File: src/rtl/sufr_pkg.sv
// Shared types and constants for the SOME/IP-over-UART frame reassembler.
// Holds the input and result transfer structs and header layout constants.
// No dependencies.
package sufr_pkg;

    localparam int HEADER_BYTES = 16;

    localparam int CFG_INDEX_W = 2;
    localparam int CFG_DATA_W  = 16;

    localparam logic [CFG_INDEX_W-1:0] CFG_EXPECTED_SERVICE  = 2'd0;
    localparam logic [CFG_INDEX_W-1:0] CFG_EXPECTED_MSG_TYPE = 2'd1;
    localparam logic [CFG_INDEX_W-1:0] CFG_MAX_LENGTH        = 2'd2;
    localparam logic [CFG_INDEX_W-1:0] CFG_IDLE_TIMEOUT      = 2'd3;

    localparam logic [15:0] RESET_EXPECTED_SERVICE  = 16'h1234;
    localparam logic [7:0]  RESET_EXPECTED_MSG_TYPE = 8'h02;
    localparam logic [5:0]  RESET_MAX_LENGTH        = 6'd32;
    localparam logic [15:0] RESET_IDLE_TIMEOUT      = 16'd50;

    // Header byte positions
    localparam int POS_METHOD   = 2;
    localparam int POS_LENGTH   = 4;
    localparam int POS_CONTROL  = 8;
    localparam int POS_MSG_TYPE = 14;

    // Length field counts the eight header bytes that follow it
    localparam logic [31:0] LENGTH_MIN = 32'd8;

    localparam logic [15:0] IDLE_TICKS_MAX = 16'hFFFF;

    typedef enum logic {
        REQ_BYTE = 1'b0,
        REQ_TICK = 1'b1
    } req_type_t;

    typedef enum logic [1:0] {
        STATUS_ACCEPT  = 2'd0,
        STATUS_REJECT  = 2'd1,
        STATUS_BAD_LEN = 2'd2,
        STATUS_IDLE    = 2'd3
    } status_t;

    typedef struct packed {
        req_type_t   req_type;
        logic [7:0]  rx_byte;
    } in_item_t;

    typedef struct packed {
        status_t     status;
        logic [15:0] method_id;
        logic [7:0]  payload_byte;
    } out_item_t;

endpackage

File: src/rtl/someip_uart_frame_reassembler.sv
// Top level of the SOME/IP-over-UART frame reassembler.
// Depends on sufr_pkg for transfer structs, codes and header constants.
//
// Each input transfer is one UART byte or one millisecond tick and is processed in the
// cycle it is accepted; a new transfer can be accepted every cycle while in_ready is high.
// Framer state (byte counter, captured header fields, idle counter) updates at the accept
// edge; a result goes to the output register, or to a one-entry skid register behind it if
// the output is stalled, so input continues while a result waits. in_ready drops only when
// both the output and the skid entry hold results, and returns once out_ready moves the
// skid entry into the output. Each accepted item yields zero or one result, in arrival order.
module someip_uart_frame_reassembler #(
    parameter int BUFFER_BYTES = 64
) (
    input  logic                              clk,
    input  logic                              rst_n,
    input  logic                              in_valid,
    output logic                              in_ready,
    input  sufr_pkg::in_item_t                in_data,
    output logic                              out_valid,
    input  logic                              out_ready,
    output sufr_pkg::out_item_t               out_data,
    input  logic                              cfg_we,
    input  logic [sufr_pkg::CFG_INDEX_W-1:0]  cfg_index,
    input  logic [sufr_pkg::CFG_DATA_W-1:0]   cfg_data
);
    import sufr_pkg::*;

    localparam int CNT_W = $clog2(BUFFER_BYTES + 1);

    logic [15:0]      expected_service_reg;
    logic [7:0]       expected_msg_type_reg;
    logic [5:0]       max_length_reg;
    logic [15:0]      idle_timeout_reg;

    logic [CNT_W-1:0] byte_count_reg, byte_count_next;
    logic [15:0]      hdr_service_reg, hdr_service_next;
    logic [15:0]      hdr_method_reg, hdr_method_next;
    logic [31:0]      hdr_length_reg, hdr_length_next;
    logic [7:0]       hdr_msg_type_reg, hdr_msg_type_next;
    logic [7:0]       first_payload_reg, first_payload_next;
    logic [15:0]      idle_ticks_reg, idle_ticks_next;

    logic             out_valid_reg;
    out_item_t        out_data_reg;
    logic             skid_valid_reg;
    out_item_t        skid_data_reg;

    logic             accept;
    logic             res_valid;
    out_item_t        res_data;
    logic [CNT_W-1:0] cnt_inc;
    logic [15:0]      ticks_inc;
    logic [7:0]       frame_total;
    logic             len_bad;

    assign accept    = in_valid && in_ready;
    assign in_ready  = !skid_valid_reg;
    assign out_valid = out_valid_reg;
    assign out_data  = out_data_reg;

    always_ff @(posedge clk or negedge rst_n)
    begin
        if (!rst_n)
        begin
            expected_service_reg  <= RESET_EXPECTED_SERVICE;
            expected_msg_type_reg <= RESET_EXPECTED_MSG_TYPE;
            max_length_reg        <= RESET_MAX_LENGTH;
            idle_timeout_reg      <= RESET_IDLE_TIMEOUT;
        end
        else if (cfg_we)
        begin
            unique case (cfg_index)
                CFG_EXPECTED_SERVICE:  expected_service_reg  <= cfg_data;
                CFG_EXPECTED_MSG_TYPE: expected_msg_type_reg <= cfg_data[7:0];
                CFG_MAX_LENGTH:        max_length_reg        <= cfg_data[5:0];
                CFG_IDLE_TIMEOUT:      idle_timeout_reg      <= cfg_data;
                default:               ;
            endcase
        end
    end

    assign cnt_inc   = byte_count_reg + CNT_W'(1);
    assign ticks_inc = (idle_ticks_reg != IDLE_TICKS_MAX) ? idle_ticks_reg + 16'd1
                                                          : idle_ticks_reg;

    // Capture header fields at their byte positions
    always_comb
    begin
        hdr_service_next   = hdr_service_reg;
        hdr_method_next    = hdr_method_reg;
        hdr_length_next    = hdr_length_reg;
        hdr_msg_type_next  = hdr_msg_type_reg;
        first_payload_next = first_payload_reg;
        if (accept && in_data.req_type == REQ_BYTE
            && byte_count_reg < CNT_W'(BUFFER_BYTES))
        begin
            priority if (byte_count_reg < CNT_W'(POS_METHOD))
                hdr_service_next = {hdr_service_reg[7:0], in_data.rx_byte};
            else if (byte_count_reg < CNT_W'(POS_LENGTH))
                hdr_method_next = {hdr_method_reg[7:0], in_data.rx_byte};
            else if (byte_count_reg < CNT_W'(POS_CONTROL))
                hdr_length_next = {hdr_length_reg[23:0], in_data.rx_byte};
            else if (byte_count_reg == CNT_W'(POS_MSG_TYPE))
                hdr_msg_type_next = in_data.rx_byte;
            else if (byte_count_reg == CNT_W'(HEADER_BYTES))
                first_payload_next = in_data.rx_byte;
            else
                first_payload_next = first_payload_reg;
        end
    end

    assign len_bad     = (hdr_length_next < LENGTH_MIN)
                      || (hdr_length_next > {26'd0, max_length_reg});
    assign frame_total = {2'd0, hdr_length_next[5:0]} + 8'(HEADER_BYTES) - 8'(LENGTH_MIN);

    always_comb
    begin
        byte_count_next = byte_count_reg;
        idle_ticks_next = idle_ticks_reg;
        res_valid       = 1'b0;
        res_data        = '{status: STATUS_ACCEPT, method_id: 16'd0, payload_byte: 8'd0};
        if (accept)
        begin
            unique case (in_data.req_type)
                REQ_TICK:
                begin
                    if (byte_count_reg != '0)
                    begin
                        idle_ticks_next = ticks_inc;
                        if (ticks_inc > idle_timeout_reg)
                        begin
                            byte_count_next = '0;
                            idle_ticks_next = 16'd0;
                            res_valid       = 1'b1;
                            res_data.status = STATUS_IDLE;
                        end
                    end
                end
                REQ_BYTE:
                begin
                    idle_ticks_next = 16'd0;
                    if (byte_count_reg >= CNT_W'(BUFFER_BYTES))
                        byte_count_next = '0;
                    else
                    begin
                        byte_count_next = cnt_inc;
                        if (cnt_inc >= CNT_W'(HEADER_BYTES))
                        begin
                            if (len_bad)
                            begin
                                byte_count_next = '0;
                                res_valid       = 1'b1;
                                res_data.status = STATUS_BAD_LEN;
                            end
                            else if (8'(cnt_inc) >= frame_total)
                            begin
                                byte_count_next = '0;
                                res_valid       = 1'b1;
                                if (hdr_service_next == expected_service_reg
                                    && hdr_msg_type_next == expected_msg_type_reg)
                                begin
                                    res_data.status    = STATUS_ACCEPT;
                                    res_data.method_id = hdr_method_next;
                                    res_data.payload_byte =
                                        (hdr_length_next > LENGTH_MIN) ? first_payload_next
                                                                       : 8'd0;
                                end
                                else
                                    res_data.status = STATUS_REJECT;
                            end
                        end
                    end
                end
                default: ;
            endcase
        end
    end

    always_ff @(posedge clk or negedge rst_n)
    begin
        if (!rst_n)
        begin
            byte_count_reg    <= '0;
            hdr_service_reg   <= '0;
            hdr_method_reg    <= '0;
            hdr_length_reg    <= '0;
            hdr_msg_type_reg  <= '0;
            first_payload_reg <= '0;
            idle_ticks_reg    <= '0;
        end
        else
        begin
            byte_count_reg    <= byte_count_next;
            hdr_service_reg   <= hdr_service_next;
            hdr_method_reg    <= hdr_method_next;
            hdr_length_reg    <= hdr_length_next;
            hdr_msg_type_reg  <= hdr_msg_type_next;
            first_payload_reg <= first_payload_next;
            idle_ticks_reg    <= idle_ticks_next;
        end
    end

    // Output register with one-entry skid
    always_ff @(posedge clk or negedge rst_n)
    begin
        if (!rst_n)
        begin
            out_valid_reg  <= 1'b0;
            skid_valid_reg <= 1'b0;
        end
        else
        begin
            if (!out_valid_reg || out_ready)
            begin
                if (skid_valid_reg)
                begin
                    out_valid_reg  <= 1'b1;
                    skid_valid_reg <= 1'b0;
                end
                else
                    out_valid_reg <= res_valid;
            end
            else if (res_valid)
                skid_valid_reg <= 1'b1;
        end
    end

    always_ff @(posedge clk)
    begin
        if (!out_valid_reg || out_ready)
        begin
            if (skid_valid_reg)
                out_data_reg <= skid_data_reg;
            else if (res_valid)
                out_data_reg <= res_data;
        end
        else if (res_valid)
            skid_data_reg <= res_data;
    end

endmodule

File: config.mk
export PLATFORM = sky130hd
export DESIGN_NAME = someip_uart_frame_reassembler
export DESIGN_NICKNAME = d
export VERILOG_FILES = /design/src/rtl/sufr_pkg.sv /design/src/rtl/someip_uart_frame_reassembler.sv
export SDC_FILE = /design/constraint.sdc
export NUM_CORES = 1
export LEC_CHECK = 0
export BUFFER_PORTS_ARGS = -buffer_cell sky130_fd_sc_hd__buf_4
export CELL_PAD_IN_SITES_DETAIL_PLACEMENT = 0
export CELL_PAD_IN_SITES_GLOBAL_PLACEMENT = 1
export CORE_MARGIN = 1.5
export CORE_UTILIZATION = 53
export DETAILED_ROUTE_END_ITERATION = 10
export GPL_ROUTABILITY_DRIVEN = 0
export PLACE_DENSITY = 0.83
export SLEW_MARGIN = 20
export SYNTH_ARGS = -nofsm -noshare
export SYNTH_HDL_FRONTEND = slang
export SYNTH_SLANG_ARGS = --single-unit
File: constraint.sdc
create_clock -name clk -period 12.5 [get_ports clk]
set_input_delay 2.5 -clock clk [delete_from_list [all_inputs] [get_ports clk]]
set_output_delay 2.5 -clock clk [all_outputs]
set_load 0.005 [all_outputs]
==> run_results.csv, run 1 <==
group,metric,value,unit
route,drc_errors,6,
layout,register_area,5350,µm²
critical_path,required,12.81,ns
global_routing,gr-total-overflow,0,
clocking,tritoncts,"built",
run_status,status,"complete, but fails checks",
pwr,clkPwrFrac,0.287,
placed_design,port_buffers,59,
placed_design,dp.cells,1106,
floorplan,io_pins,60,
synth,syn_avg_cell_area,11.7,µm²
layout,largest_reg_flops,32,
route,dr.pass1.iters,7,
synth,synth_top_area_share,0.355,
floorplan,dieHeight,140,µm
pwr,p_leak,0.00518,µW
sta,rsz0062_at_grt,"no",
sta,slew_headroom,0.268,
route,wl,21400,µm
synth,synth_edf_count,52,
pwr,p_sw,633,µW
sta,setup_tns,0,ns
layout,fin_cells,1143,
sta,period_share,0.540,
synth,ys_warn_count,0,
sta,final.setup_skew,0.00815,ns
run_status,violations,"design-rule violations",
critical_path,endpoint_kind,"flop",
critical_path,critPathSlowestCell,"or4b_4",
route,avgViaCountPerCell,5.73,
worst_hold_path,hold_path_depth,2,
synth,synth_ff_type,"dfrtp_1",
clocking,cts_setup_buffers,0,
synth,ys_async_sr_fraction,0.744,
clocking,clk_pin_slew,0.06,ns
layout,fillerInstances,1438,
layout,drive_gt1_frac,0.244,
layout,fin_nets,966,
critical_path,r2r-start,"skid_valid_reg$_DFFE_PN0P_",
sta,finalHoldViolations,0,
layout,fin_area,11200,µm²
critical_path,critPathTopFamily,"simple AND/OR/NAND/NOR gates",
synth,synth_cells,850,
clocking,cts_num_sinks,203,
global_routing,grt_max_degree,92,
worst_hold_path,min_to,"first_payload_reg[7]$_DFF_PN0_",
pwr,seqPwrFrac,0.464,
pwr,intPower,1410,µW
placed_design,hpwl,15000,µm
global_routing,grt_usage,0.226,
critical_path,path_buf_inv,3,
clocking,cts_max_level,1,
pwr,vdd_ir_drop_max,0.119,mV
route,wl_per_cell,18.7,µm
synth,ys_seq_area_frac,0.539,
floorplan,die_w,140,µm
job,maxCapViolCount,0,
synth,synth.area.top_cells,"dfrtp_1 36%, edfxtp_1 16%, mux2_2 11%",
critical_path,slowest_delay,0.79,ns
route,ant_nets,0,
synth,yosys.cell_types.count,55,
sta,period_needed,6.75,ns
synth,yosys_register_bits,203,
worst_hold_path,hold_path_class,"flop to flop",
floorplan,rows,49,
synth,syn_nets,916,
clocking,cts-buffers-inserted,21,
sta,fmax,148,MHz
critical_path,critPathKind,"input pin to flop",
critical_path,arrival,7.06,ns
route,num_vias,6548,
critical_path,rrSetupSlack,7.01,ns
critical_path,startpoint_type,"input pin",
sta,slew_viol_final,0,
global_routing,grt_pass1_vias,6838,
clocking,cts_root_buffer,"clkbuf_16",
floorplan,die_area,19600,µm²
critical_path,reg2reg_depth,13,
floorplan,initial_core_util,0.547,
placed_design,dpl_cell_area,10600,µm²
synth,netlist_area,9930,µm²
global_routing,antenna_found_initial,0,
synth,yosys.area.top_type,"dfrtp_1",
pwr,total_power,2040,µW
layout,area_delta_synth_final,13.0,%
floorplan,core_area,18100,µm²
clocking,ctsHoldBuffers,0,
pwr,power_density,182,nW/µm²
clocking,cts-resized-gates,0,
clocking,clk_latency,0.49,ns
layout,antenna_cells,0,
worst_hold_path,hp-start,"first_payload_reg[7]$_DFF_PN0_",
global_routing,grt_pass1_wl,35400,µm
layout,multi_input_area,4200,µm²
route,drt_first_iter_violations,442,
clocking,clockBufferDepth,3,
sta,tightest_slew,1.09,ns
critical_path,r2r-end,"out_data[3]$_DFFE_PP_",
sta,finalSetupViolCount,0,
pwr,switching_share,0.310,
critical_path,worstPathCellList,"buf_4, or4b_1, or4b_1, buf_4, mux2i_1, inv_1, ha_1, nor2b_1, o31ai_1, a21oi_1, a211oi_4, nand2b_1, or4b_4, o31ai_1",
pwr,pwr-share-comb,0.249,
critical_path,crit_fanout,48,
cell families (layout without fill, tap and decap cells):
group | count (synthesis) | in the layout | synth area share
fa+ha+maj | 34 | 34 | 0.0429
simple gates | 218 | 218 | 0.114
compound gates | 106 | 106 | 0.0690
mux | 128 | 128 | 0.142
flops | 203 | 203 | 0.539
buf+inv | 102 | 166 | 0.0411
xor+xnor | 59 | 59 | 0.0521
power by group through the flow:
| stage | registers (µW) | clock network (µW) | logic, µW |
|---|---|---|---|
| final | 949 | 587 | 509 |
| after global routing | 970 | 625 | 572 |
| after CTS | 949 | 599 | 512 |
| after detailed placement | 960 | 0 | 507 |
| after global placement | 952 | 0 | 490 |
| after floorplan | 917 | 0 | 390 |
Yosys cell counts (all sizes together) (4+ instances only):
| library cell | n |
|---|---|
| nor3 | 22 |
| mux2 | 99 |
| a21oi | 22 |
| xnor2 | 14 |
| clkbuf | 31 |
| and3 | 5 |
| a21o | 7 |
| buf | 6 |
| a211oi | 5 |
| dfstp | 10 |
| ha | 34 |
| nand4 | 13 |
| mux2i | 29 |
| nor2b | 4 |
| a22o | 4 |
| o31ai | 13 |
| or2 | 5 |
| nor2 | 41 |
| inv | 65 |
| nand2b | 6 |
| dfrtp | 141 |
| nand3 | 21 |
| a31oi | 4 |
| xor2 | 45 |
| and2 | 6 |
| nor4 | 20 |
| nand2 | 55 |
| o21ai | 35 |
| edfxtp | 52 |
tightest hold or removal path, delay by kind of cell, from the launching register on:
kind            cells  cell delay [ns]
flops               1             0.32
compound gates      1             0.10
buf+inv             1             0.05
how the worst max path moves through the flow:
| stage | startpoint | endpoint | cells past startpoint |
|---|---|---|---|
| finish | in_data[8] | out_data[3]$_DFFE_PP_ | 14 |
| global route | in_data[8] | out_data[3]$_DFFE_PP_ | 14 |
| CTS | in_data[8] | out_data[3]$_DFFE_PP_ | 14 |
| detailed placement | in_data[8] | out_data[3]$_DFFE_PP_ | 14 |
| global placement | in_data[8] | out_data[6]$_DFFE_PP_ | 15 |
| floorplan | in_data[8] | out_data[0]$_DFFE_PP_ | 15 |
cell usage in the layout, fill, tap and decap left out, types with 14 or more instances in the layout:
cell type and n:
xnor2_1 14, o21ai_0 35, mux2_2 99, nor3_1 18
nor4_1 19, inv_1 65, nor2_1 40, edfxtp_1 52
a21oi_1 22, buf_4 63, mux2i_1 29, ha_1 34
clkbuf_16 21, dfrtp_1 141, xor2_1 45, nand2_1 55
nand3_1 21
routing by layer:
| layer | global-route usage | vias to the layer above | wire length, µm |
|---|---|---|---|
| met5 | 0 | - | 0 |
| met4 | 0.0587 | 0 | 502 |
| met3 | 0.0292 | 32 | 718 |
| met2 | 0.401 | 137 | 10800 |
| met1 | 0.293 | 3265 | 9320 |
| li1 | - | 3114 | - |
layout make-up:
| type | instances | share of cell area |
|---|---|---|
| Clock buffer | 28 | 0.0537 |
| Tap cell | 229 | 0.0256 |
| Multi-Input combinational cell | 545 | 0.374 |
| Clock inverter | 9 | 0.00413 |
| Timing Repair Buffer | 64 | 0.0432 |
| Sequential cell | 203 | 0.477 |
| Inverter | 65 | 0.0218 |
metrics by stage:
step	util	setup slack (ns)	hold slack (ns)
2_1_floorplan	-	4.54	0.465
3_3_place_gp	0.582	5.46	0.479
3_5_place_dp	0.582	5.33	0.492
4_1_cts	0.617	5.82	0.506
5_1_grt	0.618	5.47	0.533
6_report	0.618	5.75	0.506
(Power assumes the default switching activity.)
==> inputs of run 2 (changes only) <==
--- a/config.mk
+++ b/config.mk
@@ -9,10 +9,10 @@
 export CELL_PAD_IN_SITES_DETAIL_PLACEMENT = 0
 export CELL_PAD_IN_SITES_GLOBAL_PLACEMENT = 1
 export CORE_MARGIN = 1.5
-export CORE_UTILIZATION = 53
+export CORE_UTILIZATION = 50
 export DETAILED_ROUTE_END_ITERATION = 10
 export GPL_ROUTABILITY_DRIVEN = 0
-export PLACE_DENSITY = 0.83
+export PLACE_DENSITY = 0.78
 export SLEW_MARGIN = 20
 export SYNTH_ARGS = -nofsm -noshare
 export SYNTH_HDL_FRONTEND = slang
==> constraint.sdc (replaced) <==
create_clock -name clk -period 6.3 [get_ports clk]
set_input_delay 1.26 -clock clk [delete_from_list [all_inputs] [get_ports clk]]
set_output_delay 1.26 -clock clk [all_outputs]
set_load 0.005 [all_outputs]
==> run 2 against run 1 <==
Compared with the run above:
- the flow now finishes without violations
- cell area increased by 1.9%
- worst hold slack about the same
- register-to-register slack got worse by 5.5 ns
- routed wire length decreased by 0.32%
- worst setup slack got worse by 4.6 ns
- sequential power increased by 98%
- critical path type unchanged
- count of clock-buffer cells in the layout decreased by 3
- total power increased by 110%
- die area increased by 5.9%
- sequential share of layout area decreased by 0.90 points
- cell count increased by 3.8%
- combinational power increased by 100%
- largest power group unchanged
==> run_results.csv, run 2 (synthesis results as in run 1) <==
group,metric,value,unit
sta,period_share,0.817,
worst_hold_path,hold_path_depth,1,
sta,slew_viol_final,0,
route,avgViaCountPerCell,5.57,
clocking,ctsHoldBuffers,0,
floorplan,initial_core_util,0.510,
clocking,clk_latency,0.50,ns
route,dr.pass1.iters,4,
pwr,power_density,376,nW/µm²
sta,tightest_slew,1.07,ns
layout,antenna_cells,0,
placed_design,port_buffers,59,
route,drt_first_iter_violations,313,
critical_path,required,6.62,ns
sta,finalHoldViolations,0,
clocking,cts_num_sinks,203,
clocking,cts-resized-gates,0,
route,ant_nets,0,
clocking,cts-buffers-inserted,22,
clocking,clk_pin_slew,0.06,ns
route,wl_per_cell,18.0,µm
critical_path,arrival,5.47,ns
floorplan,rows,51,
layout,fillerInstances,1615,
floorplan,io_pins,60,
layout,layout_common_cells,"141 x dfrtp_1, 99 x mux2_2, 67 x buf_4, 65 x inv_1, 55 x nand2_1",
route,num_vias,6604,
global_routing,grt_pass1_vias,6880,
sta,finalSetupViolCount,0,
layout,drive_gt1_frac,0.253,
global_routing,gr-total-overflow,0,
pwr,vdd_ir_drop_max,0.230,mV
sta,fmax,194,MHz
critical_path,startpoint,"in_data[8]",
sta,rsz0062_at_grt,"no",
layout,fin_nets,971,
clocking,cts_setup_buffers,0,
layout,largest_reg_flops,32,
sta,final.setup_skew,0.00709,ns
critical_path,startpoint_type,"input pin",
layout,final_common_cell,"dfrtp_1",
run_status,status,"finished clean",
floorplan,die_area,20700,µm²
sta,setup_tns,0,ns
pwr,p_leak,0.00526,µW
worst_hold_path,hp-start,"idle_timeout_reg[8]$_DFFE_PN0P_",
global_routing,antenna_found_initial,0,
placed_design,hpwl,15100,µm
clocking,cts_root_buffer,"clkbuf_16",
floorplan,die_w,144,µm
critical_path,endpoint_kind,"flop",
global_routing,grt_usage,0.219,
route,drc_errors,0,
job,maxCapViolCount,0,
clocking,tritoncts,"built",
floorplan,dieHeight,144,µm
layout,area_delta_synth_final,15.1,%
sta,slew_headroom,0.283,
global_routing,grt_max_degree,103,
global_routing,grt_pass1_wl,35600,µm
clocking,clockBufferDepth,3,
sta,period_needed,5.15,ns
clocking,cts_max_level,1,
critical_path,r2r-start,"idle_ticks_reg[3]$_DFFE_PN0P_",
floorplan,core_area,19500,µm²
layout,post-route-util,0.587,
critical_path,critPathKind,"input pin to flop",
worst_hold_path,hold_path_class,"flop to flop",
critical_path,crit_fanout,48,
critical_path,reg2reg_depth,15,
route,wl,21300,µm
==> run 2: changes by cell type in the layout (fill, tap and decap cells not counted), sizes merged <==
cell	change
bufinv	+5
buf	+4
clkbuf	-3
clkinvlp	+2
clkinv	-1
==> run 2: final cells by class <==
| class | instances | area (µm²) | share of cell area |
|---|---|---|---|
| Tap cell | 265 | 332 | 0.0290 |
| Clock inverter | 15 | 214 | 0.0187 |
| Sequential cell | 203 | 5350 | 0.468 |
| Timing Repair Buffer | 68 | 514 | 0.0450 |
| Multi-Input combinational cell | 545 | 4190 | 0.366 |
| Clock buffer | 25 | 583 | 0.0510 |
| Inverter | 65 | 244 | 0.0214 |
==> run 2: where the power goes <==
group          internal (µW)  leakage [µW]  switching (µW)
combinational            492       0.00251             527
sequential              1650       0.00237             235
clock                    873      0.000381             528
total                   3010       0.00526            1290
==> run 2: critical path, stage by stage <==
cell,delay (ns)
buf_4,0.13
or4b_1,0.53
or4b_1,0.74
mux2i_1,0.33
inv_1,0.12
ha_1,0.30
nor2b_1,0.14
o31ai_1,0.20
a21oi_1,0.18
a211oi_4,0.31
nand2b_1,0.09
or4b_4,0.79
o31ai_1,0.33
==> run 2: per-stage QoR <==
step	power [µW]	worst slack, ns	std cells	hold WS, ns	instance area [µm²]
2_1_floorplan	2590	0.267	850	0.465	9930
3_5_place_dp	2920	0.626	1146	0.492	10600
3_3_place_gp	2870	0.737	1146	0.482	10600
4_1_cts	4340	1.14	1186	0.506	11400
6_report	4300	1.15	1186	0.506	11400
5_1_grt	4560	0.904	1186	0.527	11400
==> run 2: layer usage <==
layer / share of wire / global-route usage / vias up
li1: - / - / 3142
met1: 0.43 / 0.273 / 3286
met2: 0.50 / 0.389 / 130
met3: 0.041 / 0.0323 / 46
met4: 0.031 / 0.0730 / 0
met5: 0 / 0 / -
==> run 2: path summary, 6_finish.rpt <==
path,slack (ns),end
max in group asynchronous,4.25,hdr_method_reg[6]$_DFF_PN0_
min in group asynchronous,0.88,hdr_service_reg[6]$_DFF_PN0_
worst max register to register,1.48,out_data[2]$_DFFE_PP_
worst max-delay path,1.15,out_data[3]$_DFFE_PP_
worst min-delay path,0.51,idle_timeout_reg[8]$_DFFE_PN0P_
worst min register to register,0.51,idle_timeout_reg[8]$_DFFE_PN0P_
